<file path="src/hdl/tmrp_ram.sv">
// Generic single-port-write, single-read RAM with registered read data.
module tmrp_ram #(
   parameter int WIDTH = 8,
   parameter int DEPTH = 16
) (
   input  logic                     clock,
   input  logic                     wr_en,
   input  logic [$clog2(DEPTH)-1:0] wr_addr,
   input  logic [WIDTH-1:0]         wr_data,
   input  logic                     rd_en,
   input  logic [$clog2(DEPTH)-1:0] rd_addr,
   output logic [WIDTH-1:0]         rd_data
);

   logic [WIDTH-1:0] mem [DEPTH];
   logic [WIDTH-1:0] rd_data_ff;

   always_ff @(posedge clock) begin
      if (wr_en) begin
         mem[wr_addr] <= wr_data;
      end
      if (rd_en) begin
         rd_data_ff <= mem[rd_addr];
      end
   end

   assign rd_data = rd_data_ff;

endmodule

</file>
<file path="config.mk">
export PLATFORM = sky130hd
export DESIGN_NAME = tmrp_ram
export DESIGN_NICKNAME = d
export VERILOG_FILES = /design/src/hdl/tmrp_ram.sv
export SDC_FILE = /design/constraint.sdc
export NUM_CORES = 1
export LEC_CHECK = 0
export BUFFER_PORTS_ARGS = -buffer_cell sky130_fd_sc_hd__buf_2
export CORE_ASPECT_RATIO = 0.75
export CORE_UTILIZATION = 36
export DETAILED_ROUTE_END_ITERATION = 8
export GPL_TIMING_DRIVEN = 0
export SLEW_MARGIN = 20
export SYNTH_ARGS = -nofsm -noshare
export SYNTH_HDL_FRONTEND = slang
export SYNTH_SLANG_ARGS = --single-unit
</file>
<file path="constraint.sdc">
create_clock -name clock -period 2 [get_ports clock]
set_input_delay 0.3 -clock clock [delete_from_list [all_inputs] [get_ports clock]]
set_output_delay 0.3 -clock clock [all_outputs]
set_load 0.05 [all_outputs]
</file>
-- Yosys cells after proc, flatten, opt, wreduce, memory -nomap -nowiden
Memory sizes are Yosys's and may differ from the RTL's. A register that Yosys moved wholly into a read port is not among the register bits.
Index checks and enable logic that the tools add are counted.
- register bits: 0
- bits in writable memories: 128
- bits of input ports: 19
- output and inout bits: 8
- logic and storage cells: 3
- memories: 1
- memories (name ; words ; bits a word ; read ports ; clocked after Yosys merged registers in ; write ports ; RTL line ; source):
    mem ; 16 ; 8 ; 1 ; 1 ; 1 ; 15 ; logic [WIDTH-1:0] mem [DEPTH];
- multiplexer cells: 2
- operator list (cell ; number):
    2-to-1 mux 1 bit ; 2

-- Depth between registers and ports, before layout
Gate-level depths: netlist (run 1).
- depth after elaboration: 2
- gate-level depth with buffers: 5
- mapped depth without buffers: 3

-- Least setup slack after synthesis (run 1)
OpenSTA, ideal clock, no wires.
- kind: input -> register
- start: input wr_addr[2]
- end: memory mem[0][0], enable pin
- data arrival time: 1410 ps
- slack: 207 ps
- cell stages on the path: 2
- buffers on the path: 0
- cells stage by stage: or3b_2 -> nor3_1
- RTL lines (what ; RTL line ; source):
    from (decl) ; 8 ; input logic [$clog2(DEPTH)-1:0] wr_addr,
    to (decl) ; 15 ;
No word-level cell before the write port.

-- Worst setup path in the final report (run 1)
- start: input wr_addr[2]
- end: memory mem[2][2], enable pin
No word-level cell before the write port.

==> flow_summary_export.csv, run 1 <==
group,metric,value,unit
synthesis,avgSynthCellArea,22.83,um2
detailed_routing,drc,0,
layout,antenna_cells,0,
power_and_ir_drop,power_density,1053,nW/um2
timing,slew_headroom,0.4304,
layout,final_net_count,292,
power_and_ir_drop,p_int,5.144,mW
setup_path,timing.rr.end,"rd_data[0]$_DFFE_PP_",
clock_network,cts.clk_slew.worst_paths,0.05,ns
setup_path,r2r_slack,0.45,ns
global_routing,grt_pass1_vias,2549,
setup_path,crit_slowest_cell,"nor2_1",
layout,areaGrowthSynthToFinish,17.90,%
setup_path,worstPathCellList,"buf_2 -> or3b_2 -> nor2_1",
power_and_ir_drop,power_frac_clock,0.447,
die,coreArea,13930,um2
synthesis,ys_warn_count,0,
synthesis,synth_mux_area_frac,0.1479,
detailed_routing,drt_iter0_drc,182,
timing,final-setup-viol-count,0,
job,max-cap-violations,0,
global_routing,grt_max_degree,17,
timing,skew,0.004593,ns
timing,fin_crit_sh,0.7803,
clock_network,cts_tree,"built",
synthesis,synth_xor_area_frac,0,
placement,dp.cells,449,
global_routing,antenna_found_initial,0,
placement,place_congestion,0.7378,
die,initial_core_util,0.3751,
die,die_area,15010,um2
timing,slew_violations,0,
timing,rsz0062_at_grt,"no",
layout,mostFrequentLayoutCells,"edfxtp_1 (136), buf_2 (28), mux4_2 (18)",
placement,portBuffers,25,
placement,dp_hpwl,6765,um
layout,fin_area,6163,um2
setup_path,max_stage_delay,0.66,ns
detailed_routing,dr.pass1.iters,6,
layout,drive_gt1_frac,0.2832,
hold_path,whs_path_depth,1,
setup_path,crit_fanout,8,
clock_network,post_cts_buffers,0,
die,die_w,141.1,um
timing,timing.fmax,640.8,MHz
hold_path,hp-class,"in2reg",
power_and_ir_drop,peakVddDrop,0.0005060,V
synthesis,synthSimpleGateAreaFrac,0.03135,
layout,stdcell_count,481,
timing,hold_viol_final,0,
clock_network,clk-insertion-delay-late,0.41,ns
setup_path,cp-start-kind,"input pin",
die,io_pins,27,
global_routing,grt.total_usage,0.1561,
timing,min_period,1.561,ns
die,row_count,37,
timing,worst_pin_slew,0.8513,ns
setup_path,worstPathRequired,2.04,ns
global_routing,grt_overflow_total,0,
power_and_ir_drop,p_seq_frac,0.498,
setup_path,reg2regPathDepth,3,
synthesis,yosys.area_share.adder,0,
synthesis,synth-seq-area-share,0.7812,
detailed_routing,postRouteAntennaNets,0,
layout,layout_commonest_cell,"edfxtp_1",
power_and_ir_drop,p_sw_frac,0.2070,
setup_path,critPathKind,"in2reg",
power_and_ir_drop,p_switching,1.343,mW
synthesis,ys_ff_latch,136,
layout,final_util,0.4423,
detailed_routing,vias,2464,
hold_path,min-delay-start,"rd_en",
synthesis,synth_compound_area_frac,0.02298,
clock_network,ctsResizeCount,0,
setup_path,cp-end-kind,"register",
placement,placed_cell_area,5617,um2
clock_network,numCtsBuffers,17,
status,status,"complete, no violations",
detailed_routing,routedWlPerCell,22.18,um
synthesis,synth_cells,229,
synthesis,synth_nets,248,
die,die_h,106.4,um
synthesis,syn_area,5228,um2
clock_network,cts_root_buf,"clkbuf_16",
synthesis,synth_top_family_by_area,"multiplexers",
hold_path,worstHoldEndpoint,"rd_data[4]$_DFFE_PP_",
global_routing,grt_first_pass_wirelength,16010,um
clock_network,clk_path_buf_depth,2,
detailed_routing,viasPerCell,5.123,
detailed_routing,wl,10670,um
clock_network,postCtsHoldBufs,0,
setup_path,crit_arrival,1.60,ns
power_and_ir_drop,combPwrFrac,0.055,
power_and_ir_drop,p_leak,2.013,nW
setup_path,r2r_start,"mem[4][0]$_DFFE_PP_",
clock_network,cts_max_level,4,
synthesis,synth_cell_types,18,
clock_network,cts_sinks,136,
## routing by layer
metal | share of wire | up-vias | track usage
met5 | 0 | - | 0
met4 | 0.015 | 0 | 0.05745
met3 | 0.061 | 14 | 0.04369
met2 | 0.45 | 75 | 0.2277
met1 | 0.47 | 1306 | 0.2226
li1 | - | 1069 | -
## cell families (layout without fill, tap and decap cells)
logic type | count (synthesis) | after routing
compound gates | 16 | 16
simple gates | 35 | 35
buf+inv | 10 | 67
mux | 32 | 32
flops | 136 | 136
## critical path, delay by kind of cell
family / cells / cell delay, ns
simple gates: 2 / 1.18
buf+inv: 1 / 0.12
## cell usage after synthesis
| master | instances | area (um2) |
|---|---|---|
| mux4_1 | 14 | 367.9 |
| a22oi_1 | 16 | 120.1 |
| nor2b_1 | 1 | 6.260 |
| buf_6 | 3 | 33.78 |
| buf_4 | 1 | 7.510 |
| edfxtp_1 | 136 | 4084 |
| clkdlybuf4s25_2 | 3 | 30.03 |
| nand3b_1 | 2 | 15.01 |
| and2_1 | 1 | 6.260 |
| or3b_2 | 1 | 8.760 |
| and2b_1 | 1 | 7.510 |
| nand3_1 | 1 | 5.000 |
| nor3_1 | 4 | 20.02 |
| buf_2 | 3 | 15.01 |
| mux4_2 | 18 | 405.4 |
| nor2_1 | 13 | 48.80 |
| nand2_1 | 9 | 33.78 |
| nand2b_1 | 2 | 12.51 |
## sequential cells by signal, summed over array words and instances (netlist names)
| register | cells |
|---|---|
| mem | 128 |
| rd_data | 8 |
## power groups by stage
| stage | sequential, mW | combinational, mW | clock [mW] |
|---|---|---|---|
| 2_1_floorplan | 3.33 | 0.162 | 0 |
| 3_3_place_gp | 3.28 | 0.355 | 0 |
| 3_5_place_dp | 3.29 | 0.362 | 0 |
| 4_1_cts | 3.23 | 0.362 | 2.95 |
| 5_1_grt | 3.23 | 0.385 | 3.07 |
| 6_report | 3.23 | 0.359 | 2.90 |
## layout make-up
cell class	count	area [um2]
Clock buffer	21	440.4
Tap cell	195	244.0
Fill cell	1157	7771
Timing Repair Buffer	25	125.1
Multi-Input combinational cell	83	1077
Buffer	10	86.33
Clock inverter	11	106.4
Sequential cell	136	4084
## through the flow
| step | hold slack (ns) | setup slack (ns) | setup TNS, ns | power (mW) |
|---|---|---|---|---|
| finish | 0.2393 | 0.4394 | 0 | 6.487 |
| global route | 0.2398 | 0.3957 | 0 | 6.684 |
| CTS | 0.2281 | 0.4469 | 0 | 6.535 |
| detailed placement | 0.6607 | 0.01041 | 0 | 3.648 |
| global placement | 0.6437 | -0.3580 | -4.019 | 3.636 |
| floorplan | 0.3989 | 0.2071 | 0 | 3.494 |
## worst max-delay path by stage
stage,startpoint,endpoint,slack (ns),depth (start not counted)
floorplan,wr_addr[2],mem[0][0]$_DFFE_PP_,0.21,2
global placement,wr_addr[2],mem[0][7]$_DFFE_PP_,-0.36,3
detailed placement,wr_addr[2],mem[2][3]$_DFFE_PP_,0.01,3
CTS,wr_addr[2],mem[2][1]$_DFFE_PP_,0.45,3
global route,wr_addr[2],mem[0][2]$_DFFE_PP_,0.40,3
finish,wr_addr[2],mem[2][2]$_DFFE_PP_,0.44,3
Note: power is estimated with default switching activity, not from simulation.
==> run 2, diff against run 1 <==
clock period = 1.44 ns   (was 2 ns; I/O delays follow)
==> run 2 against run 1 <==
  * The run now ends with setup timing left
  * Routed wire length is 4.2% lower
  * Sequential share of layout area fell by 0.16 points
  * Highest routed layer is now met3
  * Clock-buffer cell count is 1 lower
  * Largest cell class unchanged
  * Die area unchanged
  * Utilization increased by 0.11 points
  * First-iteration DRC count grew 35%
==> flow_summary_export.csv, run 2 (synthesis gave the netlist of run 1 again) <==
group,metric,value,unit
detailed_routing,dr.pass1.iters,4,
layout,multi_input_area,1082,um2
timing,final-setup-viol-count,17,
detailed_routing,postRouteAntennaNets,0,
setup_path,max_stage_delay,0.65,ns
clock_network,clk_path_buf_depth,2,
die,initial_core_util,0.3751,
global_routing,grt_pass1_vias,2491,
detailed_routing,drt_iter0_drc,246,
global_routing,grt_overflow_total,0,
status,violations,"setup timing",
setup_path,worstPathCellList,"buf_2 -> or3b_2 -> nor3_2",
global_routing,grt.total_usage,0.1499,
die,die_h,106.4,um
timing,slew_violations,0,
layout,layout_commonest_cell,"edfxtp_1",
global_routing,grt_max_degree,17,
timing,fin_ws,-0.03409,ns
clock_network,numCtsBuffers,17,
timing,worst_pin_slew,0.8327,ns
layout,mostFrequentLayoutCells,"edfxtp_1 (136), mux4_2 (30), buf_2 (28)",
clock_network,cts.clk_slew.worst_paths,0.06,ns
global_routing,antenna_found_initial,0,
timing,hold_viol_final,0,
hold_path,hp-class,"in2reg",
placement,dp_hpwl,6519,um
setup_path,crit_buf_inv,1,
layout,fill_cells,1178,
clock_network,cts_root_buf,"clkbuf_16",
setup_path,critPathTopFamily,"simple AND/OR/NAND/NOR gates",
placement,portBuffers,25,
status,status,"finished, violations left",
timing,skew,0.006222,ns
placement,dp.cells,449,
timing,rsz0062_at_grt,"yes",
die,coreArea,13930,um2
setup_path,worstPathRequired,1.47,ns
clock_network,cts_max_level,4,
layout,fin_area,6178,um2
die,die_area,15010,um2
layout,drive_gt1_frac,0.3601,
timing,slew_headroom,0.4418,
detailed_routing,vias,2366,
job,max-cap-violations,0,
global_routing,grt_first_pass_wirelength,15570,um
layout,antenna_cells,0,
timing,min_period,1.474,ns
setup_path,critPathKind,"in2reg",
layout,final_net_count,292,
layout,areaGrowthSynthToFinish,18.19,%
detailed_routing,viasPerCell,4.919,
layout,regMostFlops,"mem",
setup_path,crit_arrival,1.50,ns
clock_network,clk-insertion-delay-late,0.40,ns
power_and_ir_drop,peakVddDrop,0.0009987,V
placement,place_congestion,0.7412,
clock_network,cts_tree,"built",
setup_path,cp-start-kind,"input pin",
die,row_count,37,
detailed_routing,routedWlPerCell,21.25,um
setup_path,crit_slowest_cell,"nor3_2",
detailed_routing,wl,10220,um
clock_network,post_cts_buffers,0,
setup_path,cp-end-kind,"register",
placement,placed_cell_area,5602,um2
layout,stdcell_count,481,
die,io_pins,27,
power_and_ir_drop,power_density,1459,nW/um2
layout,largest_register_ffs,128,
detailed_routing,drc,0,
layout,seqCellArea,4084,um2
power_and_ir_drop,p_leak,1.979,nW
setup_path,crit_fanout,8,
clock_network,postCtsHoldBufs,0,
die,die_w,141.1,um
clock_network,cts_sinks,136,
timing,timing.fmax,678.4,MHz
timing,fin_crit_sh,1.024,
## run 2: what timing repair did
item,CTS,global route
pin swaps,3,1
gates resized for setup,7,8
setup endpoints to repair,22,39
cloned,0,0
## run 2: cell type report
cell class,count,share of cell area
plain buffers,10,0.01580
clock buffers,20,0.07068
multi-input cells,83,0.1752
well taps,195,0.03949
flip-flops and latches,136,0.6610
clock inverters,12,0.01762
repair buffers,25,0.02025
## run 2: worst reg2reg max path: cells and delay by family, from the launching register on
kind	cells	cell delay, ns
compound gates	1	0.16
simple gates	1	0.11
mux	1	0.54
flops	1	0.36
## run 2: path summary, 6_finish.rpt
path,start,to,slack (ns),cells past startpoint
hold / removal,rd_en,rd_data[5]$_DFFE_PP_,0.16,1
hold reg to reg,mem[2][1]$_DFFE_PP_,rd_data[1]$_DFFE_PP_,0.77,3
setup / recovery,wr_addr[2],mem[0][4]$_DFFE_PP_,-0.03,3
setup reg to reg,mem[15][6]$_DFFE_PP_,rd_data[6]$_DFFE_PP_,0,3
## run 2: routing by layer
layer  vias to the layer above  wire length, um  global-route usage
met1                      1242             4851              0.2160
li1                       1058                -                   -
met5                         -                0                   0
met2                        66             4627              0.2097
met3                         0              744             0.05315
met4                         0                0             0.04969
## run 2: where the power goes
| part | switching (mW) | internal (mW) | total [mW] |
|---|---|---|---|
| combinational | 0.330 | 0.189 | 0.519 |
| sequential | 0.0186 | 4.46 | 4.48 |
| clock | 1.51 | 2.51 | 4.01 |
## run 2: per-stage QoR
step	total power, mW	util	setup WS [ns]	hold WS, ns	TNS, ns
after floorplan	4.862	-	-0.04215	0.3149	-1.375
final	9.015	0.4434	-0.03409	0.1559	-0.3468
after global placement	5.054	0.4009	-0.6163	0.5477	-42.28
after detailed placement	5.065	0.4020	-0.4605	0.5655	-32.22
after CTS	9.095	0.4430	-0.02944	0.1338	-0.3876
after global routing	9.300	0.4434	-0.07296	0.1489	-1.915
